==> config.mk <==
export PLATFORM = sky130hd
export DESIGN_NAME = bbdq_ctrl
export DESIGN_NICKNAME = d
export VERILOG_FILES = /design/src/rtl/bbdq_pkg.sv /design/src/rtl/bbdq_ctrl.sv
export SDC_FILE = /design/constraint.sdc
export NUM_CORES = 1
export LEC_CHECK = 0
export ABC_CLOCK_PERIOD_IN_PS = 2200
export BUFFER_PORTS_ARGS = -buffer_cell sky130_fd_sc_hd__buf_2
export CORE_AREA = 2 2 39 41
export DETAILED_ROUTE_END_ITERATION = 6
export DIE_AREA = 0 0 41 43
export GPL_TIMING_DRIVEN = 0
export PLACE_DENSITY = 0.69
export SYNTH_ARGS = -nofsm -noshare
export SYNTH_HDL_FRONTEND = slang
export SYNTH_SLANG_ARGS = --single-unit
export TNS_END_PERCENT = 20
==> constraint.sdc <==
create_clock -name clk -period 2.2 [get_ports clk]
set_input_delay 0.44 -clock clk [delete_from_list [all_inputs] [get_ports clk]]
set_output_delay 0.44 -clock clk [all_outputs]
set_load 0.02 [all_outputs]
==> src/rtl/bbdq_pkg.sv <==
// Shared types and constants for the byte-budget descriptor queue.
// No dependencies; imported by bbdq_ctrl, bbdq_dp and the top level.
package bbdq_pkg;

  localparam int TAG_W   = 16;
  localparam int LEN_W   = 27;
  localparam int BIN_W   = 7;
  localparam int DROP_W  = 32;
  localparam int APB_DW  = 32;
  localparam int APB_AW  = 3;

  localparam logic [LEN_W-1:0] MAX_BYTES_RST = 27'd67108864;

  // Register index of the byte budget
  localparam logic REG_MAX_BYTES = 1'b0;

  typedef enum logic [1:0] {
    OP_ENQ   = 2'd0,
    OP_PEEK  = 2'd1,
    OP_DROP  = 2'd2,
    OP_COUNT = 2'd3
  } op_t;

  // Controller -> datapath
  typedef struct packed {
    logic latch;          // capture the input transfer
    logic enq_commit;     // store descriptor, emit accepted result
    logic enq_refuse;     // count refusal, emit refused result
    logic peek_start;     // read head descriptor, load batch counter
    logic peek_emit;      // emit peeked descriptor, read next
    logic drop_start;     // read head descriptor, load batch counter
    logic drop_step;      // retire head descriptor
    logic emit_simple;    // emit plain status result
    logic emit_drop_end;  // emit drop result with recovery check
  } cmd_t;

  // Datapath -> controller
  typedef struct packed {
    op_t  op;
    logic enq_refuse;
    logic n_zero;
    logic batch_zero;
    logic rem_last;
    logic out_free;
  } sts_t;

endpackage

==> src/rtl/bbdq_ctrl.sv <==
// Sequencing state machine for the byte-budget descriptor queue.
// Depends on bbdq_pkg (cmd_t, sts_t, op_t).
module bbdq_ctrl (
  input  logic           clk,
  input  logic           rst,
  input  logic           in_valid,
  output logic           in_stall,
  input  bbdq_pkg::sts_t sts,
  output bbdq_pkg::cmd_t cmd
);
  import bbdq_pkg::*;

  typedef enum logic [4:0] {
    S_IDLE   = 5'b00001,
    S_DECIDE = 5'b00010,
    S_PEEK   = 5'b00100,
    S_DROP   = 5'b01000,
    S_DEND   = 5'b10000
  } state_t;

  state_t state, state_next;

  always_ff @(posedge clk) begin
    if (rst) begin
      state <= S_IDLE;
    end else begin
      state <= state_next;
    end
  end

  assign in_stall = (state != S_IDLE);

  always_comb begin
    cmd        = '0;
    state_next = state;
    unique case (state)
      S_IDLE: begin
        if (in_valid) begin
          cmd.latch  = 1'b1;
          state_next = S_DECIDE;
        end
      end
      S_DECIDE: begin
        unique case (sts.op)
          OP_ENQ: begin
            if (sts.out_free) begin
              cmd.enq_refuse = sts.enq_refuse;
              cmd.enq_commit = !sts.enq_refuse;
              state_next     = S_IDLE;
            end
          end
          OP_PEEK: begin
            if (sts.n_zero) begin
              if (sts.out_free) begin
                cmd.emit_simple = 1'b1;
                state_next      = S_IDLE;
              end
            end else begin
              cmd.peek_start = 1'b1;
              state_next     = S_PEEK;
            end
          end
          OP_DROP: begin
            if (sts.batch_zero) begin
              if (sts.out_free) begin
                cmd.emit_simple = 1'b1;
                state_next      = S_IDLE;
              end
            end else if (sts.n_zero) begin
              state_next = S_DEND;
            end else begin
              cmd.drop_start = 1'b1;
              state_next     = S_DROP;
            end
          end
          OP_COUNT: begin
            if (sts.out_free) begin
              cmd.emit_simple = 1'b1;
              state_next      = S_IDLE;
            end
          end
          default: state_next = S_IDLE;
        endcase
      end
      S_PEEK: begin
        if (sts.out_free) begin
          cmd.peek_emit = 1'b1;
          if (sts.rem_last) state_next = S_IDLE;
        end
      end
      S_DROP: begin
        cmd.drop_step = 1'b1;
        if (sts.rem_last) state_next = S_DEND;
      end
      S_DEND: begin
        if (sts.out_free) begin
          cmd.emit_drop_end = 1'b1;
          state_next        = S_IDLE;
        end
      end
      default: state_next = S_IDLE;
    endcase
  end

endmodule

==> impl_metrics.py, run 1 <==
metrics = {
    "synthesis": {
        "synth_adder_area_share_pct": 13.5,
        "synth_top_area_share_pct": 18.0,
        "synth_xor_xnor_area_share_pct": 3.15,
        "synth_top_flop_cell": "dfxtp_1",
        "avgSynthCellArea_um2": 7.63,
        "syn-instance-count": 73,
        "yosys.area_share.simple_pct": 34.6,
        "ys_ff_latch": 5,
        "synth_warnings": 0,
        "yosys-top-cells-area": "dfxtp_1 18%, ha_1 13%, nor2_1 6.7%",
        "syn-num-nets": 89,
        "synth_edf_count": 0,
        "synth_top_family_by_area": "simple AND/OR/NAND/NOR gates",
        "yosysTopAreaCell": "dfxtp_1",
        "synthArstFlopShare_pct": 0,
        "synth_area_um2": 557,
        "synth_compound_area_share_pct": 20.9,
        "synth_cell_types": 34,
        "ys_seq_area_share_pct": 18.0,
        "muxShareOfSynthArea_pct": 0,
    },
    "clocking": {
        "clkTransAtPathRegs_ps": 40,
        "cts_hold_buffers": 0,
        "cts.sinks": 5,
        "cts_tree": "built",
        "clk_path_buf_depth": 2,
        "cts_buffers": 3,
        "cts_htree_levels": 1,
        "root_buffer": "clkbuf_4",
        "clock_latency_ps": 240,
    },
    "final_layout": {
        "largest_reg_flops": 5,
        "antenna_cells": 0,
        "reg_top3": "state x5",
        "layout-drive-gt1-share_pct": 36.5,
        "fillerInstances": 141,
        "final_util_pct": 53.1,
        "regMostFlops": "state",
        "area_growth_pct": 31.9,
        "stdcell_area_um2": 734,
        "final_common_cell": "buf_2",
        "final_cell_mix": "16 x buf_2, 10 x nor2_1, 9 x inv_1, 6 x ha_1",
        "fin_nets": 113,
    },
    "timing": {
        "tightestPinTransition_ps": 435,
        "period_share_pct": 101,
        "final_max_slew_viol_count": 0,
        "max_freq_mhz": 449,
        "fin_worst_skew_ps": 5.17,
        "setup_viol": 2,
        "timing.setup.tns_ps": -34.2,
        "hold_viol": 0,
        "worst_slack_ps": -25.7,
        "slew_headroom_pct": 71.0,
        "rsz0062_at_grt": "true",
        "fin_crit_ps": 2230,
    },
    "floorplanning": {
        "die_x_um": 41,
        "core.rowCount": 14,
        "chipHeight_um": 43,
        "die_area_um2": 1760,
        "initial_utilization_pct": 40.2,
        "core_area_um2": 1380,
        "io_pins": 20,
    },
    "pwr": {
        "power.density_nw_per_um2": 651,
        "p_clk_share_pct": 21.9,
        "p_seq_share_pct": 28.1,
        "intPower_uw": 275,
        "vdd_drop_max_mv": 0.219,
        "p_sw_share_pct": 42.6,
        "leakage_uw": 0.000360,
        "p_comb_share_pct": 50.0,
        "p_switching_uw": 203,
    },
    "place": {
        "place_area_um2": 672,
        "pre_cts_slack_ps": 178,
        "dp_hpwl_um": 1000,
        "io_buffers": 19,
        "gp_congestion": 0.745,
    },
    "detailed_routing": {
        "routed_wl_um": 1320,
        "via_per_inst": 5.46,
        "vias": 611,
        "wl_per_cell_um": 11.8,
        "drc": 0,
        "initialDrtViolationCount": 10,
        "dr.pass1.iters": 4,
        "postRouteAntennaNets": 0,
    },
    "global_route": {
        "grt_overflow": 0,
        "grt_pass1_vias": 526,
        "grt_pass1_wl_um": 2080,
        "grt_max_degree": 10,
        "grt_usage_pct": 16.4,
        "antenna_found_initial": 0,
    },
    "worst_setup_path": {
        "path_cells": "buf_6 > or4b_4 > nor2_4 > nand2_2 > nor3b_2 > buf_4",
        "required_ps": 1760,
        "cpPeakStageDelay_ps": 560,
        "crit_path_max_fanout": 9,
        "reg2reg_depth": 6,
        "cpLargestDelayFamily": "simple AND/OR/NAND/NOR gates",
        "critical-path-slowest-cell": "or4b_4",
        "cp-start-kind": "register",
        "cp_num_cells": 6,
        "critical_path_class": "reg -> out",
        "worst-path-buf-inv": 2,
        "cp.arrival_ps": 1790,
        "critPathCaptureType": "output port",
    },
    "run": {
        "cap_violations": 0,
    },
    "min_path": {
        "hold_depth": 2,
        "hp-class": "in -> reg",
    },
    "outcome": {
        "violations": "negative setup slack",
        "status": "finished with violations",
    },
}
[routing by layer]
metal | routed length, um | GRT usage (%) | vias up
met1 | 586 | 22.1 | 283
met4 | 0 | 2.00 | 0
met5 | 0 | 0 | -
met2 | 671 | 26.9 | 21
li1 | - | - | 307
met3 | 62 | 3.14 | 0
[layout make-up]
cell class              count  area, um^2  share of cell area (%)
repair buffers             20         116                    15.8
flip-flops and latches      5         101                    13.8
plain buffers               2        16.3                    2.21
clock buffers               4        26.3                    3.58
multi-input cells          56         420                    57.2
inverters                   9        33.8                    4.60
well taps                  16        20.0                    2.73
[synthesized netlist by cell type (2+ instances only)]
cell type / instances
xor2_1: 2
a22oi_1: 3
buf_2: 2
dfxtp_1: 5
nand3_1: 2
nand4_1: 2
nand2_1: 5
nor3b_1: 2
o21ai_0: 3
inv_1: 9
nor2_1: 10
ha_1: 6
[worst paths after layout]
path                  from  endpoint  slack, ps
hold reg to reg   state[0]  state[0]        600
setup reg to reg  state[2]  state[0]        430
hold / removal         rst  state[2]        470
setup / recovery  state[3]    cmd[7]        -30
[metrics by stage]
step	hold slack, ps	total power [uW]	cells
final	466	478	112
after global placement	618	363	108
after detailed placement	614	367	108
after CTS	461	477	112
after floorplan	512	303	73
after global routing	459	517	112
[repair_timing]
action	in CTS	in global routing
setup endpoints to repair	5	5
resized for setup	6	4
pin swaps	4	1
setup buffers	1	0
[power by group through the flow]
| stage | Sequential (uW) | Clock, uW | Combinational (uW) |
|---|---|---|---|
| after floorplan | 114 | 0 | 189 |
| after global placement | 116 | 0 | 247 |
| after detailed placement | 117 | 0 | 250 |
| after CTS | 133 | 108 | 236 |
| after global routing | 136 | 116 | 265 |
| final | 134 | 105 | 239 |
[cell families (layout without fill, tap and decap cells)]
group | after synthesis | in the layout
and+or+nand+nor | 33 | 33
DFF | 5 | 5
adders and majority gates | 6 | 6
buffers and inverters | 12 | 35
xor gates and xnor gates | 2 | 2
AOI/OAI and AO/OA | 15 | 15
No activity file was read; power rests on OpenSTA's default activity.
==> run 2: changes to the inputs <==
CORE_AREA = not set   (was 2 2 39 41)
CORE_ASPECT_RATIO = 1.1   (was not set)
CORE_UTILIZATION = 35   (was not set)
DIE_AREA = not set   (was 0 0 41 43)
PLACE_DENSITY = 0.6   (was 0.69)
==> run 2 against run 1 <==
Compared with the run above: critical path type unchanged; setup slack improved by 82 ps; cell area grew 4.9%; the run now ends clean; critical endpoint is now cmd[3]; sequential cell count unchanged; largest cell class unchanged; hold slack worse by 19 ps; largest power group unchanged; cell count increased by 4.5%; utilization up 1.2 points; non-clock buffer count rose by 5; sequential power decreased by 4%; wire length rose by 11%.
==> impl_metrics.py, run 2 (same netlist as run 1, synthesis figures left out) <==
metrics = {
    "outcome": {
        "status": "complete, no violations",
    },
    "global_route": {
        "grt_pass1_wl_um": 2300,
        "grt_pass1_vias": 578,
        "grt_max_degree": 9,
        "antenna_found_initial": 0,
        "grt_usage_pct": 18.7,
        "grt_overflow": 0,
    },
    "detailed_routing": {
        "wl_per_cell_um": 12.5,
        "dr.pass1.iters": 4,
        "postRouteAntennaNets": 0,
        "drc": 0,
        "vias": 619,
        "routed_wl_um": 1460,
        "initialDrtViolationCount": 12,
        "via_per_inst": 5.29,
    },
    "final_layout": {
        "regMostFlops": "state",
        "fin_nets": 118,
        "final_common_cell": "buf_2",
        "layout-drive-gt1-share_pct": 41.6,
        "antenna_cells": 0,
        "area_growth_pct": 38.4,
        "reg_top3": "state x5",
        "final_cell_mix": "17 x buf_2, 10 x nor2_1, 9 x inv_1, 9 x buf_4, 6 x ha_1",
        "largest_reg_flops": 5,
    },
    "min_path": {
        "hold_end": "state[3]",
        "hp-class": "in -> reg",
        "hold_depth": 2,
        "hp-start": "rst",
    },
    "worst_setup_path": {
        "cp-start-kind": "register",
        "cpPeakStageDelay_ps": 560,
        "path_cells": "or4b_4 > nor3_4 > and3b_1 > buf_6",
        "reg2reg_to": "state[0]",
        "r2r_slack_ps": 400,
        "reg2reg_from": "state[2]",
        "crit_path_max_fanout": 4,
        "cpLargestDelayFamily": "simple AND/OR/NAND/NOR gates",
        "critPathCaptureType": "output port",
        "reg2reg_depth": 6,
        "cp.arrival_ps": 1700,
        "required_ps": 1760,
        "critical-path-slowest-cell": "or4b_4",
        "worst-path-buf-inv": 1,
        "critical_path_class": "reg -> out",
    },
    "clocking": {
        "clkTransAtPathRegs_ps": 40,
        "root_buffer": "clkbuf_4",
        "clock_latency_ps": 240,
        "cts.sinks": 5,
        "clk_path_buf_depth": 2,
        "cts_tree": "built",
        "cts_buffers": 3,
        "cts_htree_levels": 1,
        "cts_hold_buffers": 0,
    },
    "floorplanning": {
        "core_area_um2": 1420,
        "chipHeight_um": 43.8,
        "die_x_um": 40.0,
        "initial_utilization_pct": 39.2,
        "core.rowCount": 14,
        "die_area_um2": 1750,
        "io_pins": 20,
    },
    "timing": {
        "timing.setup.tns_ps": 0,
        "worst_slack_ps": 56.6,
        "setup_viol": 0,
        "max_freq_mhz": 467,
        "fin_worst_skew_ps": 0.264,
        "tightestPinTransition_ps": 470,
        "final_max_slew_viol_count": 0,
        "period_share_pct": 97.4,
        "fin_crit_ps": 2140,
        "rsz0062_at_grt": "true",
        "hold_viol": 0,
        "slew_headroom_pct": 68.7,
    },
    "place": {
        "gp_congestion": 0.718,
        "io_buffers": 19,
        "dp_hpwl_um": 981,
        "pre_cts_slack_ps": 180,
    },
    "pwr": {
        "p_comb_share_pct": 53.5,
        "power.density_nw_per_um2": 661,
        "vdd_drop_max_mv": 0.334,
        "p_sw_share_pct": 41.9,
        "p_clk_share_pct": 21.3,
        "p_seq_share_pct": 25.1,
        "p_switching_uw": 213,
        "intPower_uw": 296,
        "leakage_uw": 0.000387,
        "p_total_uw": 510,
    },
    "run": {
        "cap_violations": 0,
    },
}
==> run 2: cell count changes in the layout (fill, tap and decap cells not counted), sizes merged <==
| cell | before | now |
|---|---|---|
| buf | 22 | 27 |
==> run 2: worst max path at each step <==
| stage | cells past startpoint | to | start |
|---|---|---|---|
| global route | 4 | cmd[3] | state[0] |
| global placement | 5 | cmd[3] | state[0] |
| detailed placement | 6 | cmd[7] | state[0] |
| CTS | 6 | cmd[7] | state[3] |
| floorplan | 5 | cmd[7] | state[3] |
| finish | 4 | cmd[3] | state[0] |
==> run 2: power by group through the flow <==
| stage | clock, uW | combinational (uW) | sequential (uW) |
|---|---|---|---|
| global placement | 0 | 251 | 116 |
| finish | 109 | 273 | 128 |
| floorplan | 0 | 189 | 114 |
| detailed placement | 0 | 251 | 116 |
| global route | 118 | 302 | 131 |
| CTS | 109 | 243 | 133 |
==> run 2: area by class of cell <==
cell class | count | area [um^2]
well taps | 16 | 20.0
multi-input cells | 56 | 420
fillers | 146 | 648
inverters | 9 | 33.8
flip-flops and latches | 5 | 106
repair buffers | 26 | 159
clock buffers | 4 | 26.3
plain buffers | 1 | 5.00
==> run 2: what timing repair did <==
| item | CTS | global route |
|---|---|---|
| cloned | 0 | 0 |
| resized for setup | 7 | 5 |
| pin swaps | 4 | 4 |
| setup endpoints to repair | 5 | 5 |
| buffers inserted | 3 | 4 |
==> run 2: through the flow <==
step / cells / hold slack, ps / util (%) / area [um^2]
4_1_cts: 114 / 451 / 52.2 / 741
6_report: 117 / 447 / 54.3 / 771
5_1_grt: 117 / 451 / 54.3 / 771
2_1_floorplan: 73 / 512 / - / 557
3_3_place_gp: 108 / 620 / 47.4 / 672
3_5_place_dp: 108 / 620 / 47.4 / 672
==> run 2: layer usage <==
metal	routed length, um	track usage (%)
met3	66	4.62
met4	0	4.14
met1	592	21.3
met2	801	33.2
met5	0	0
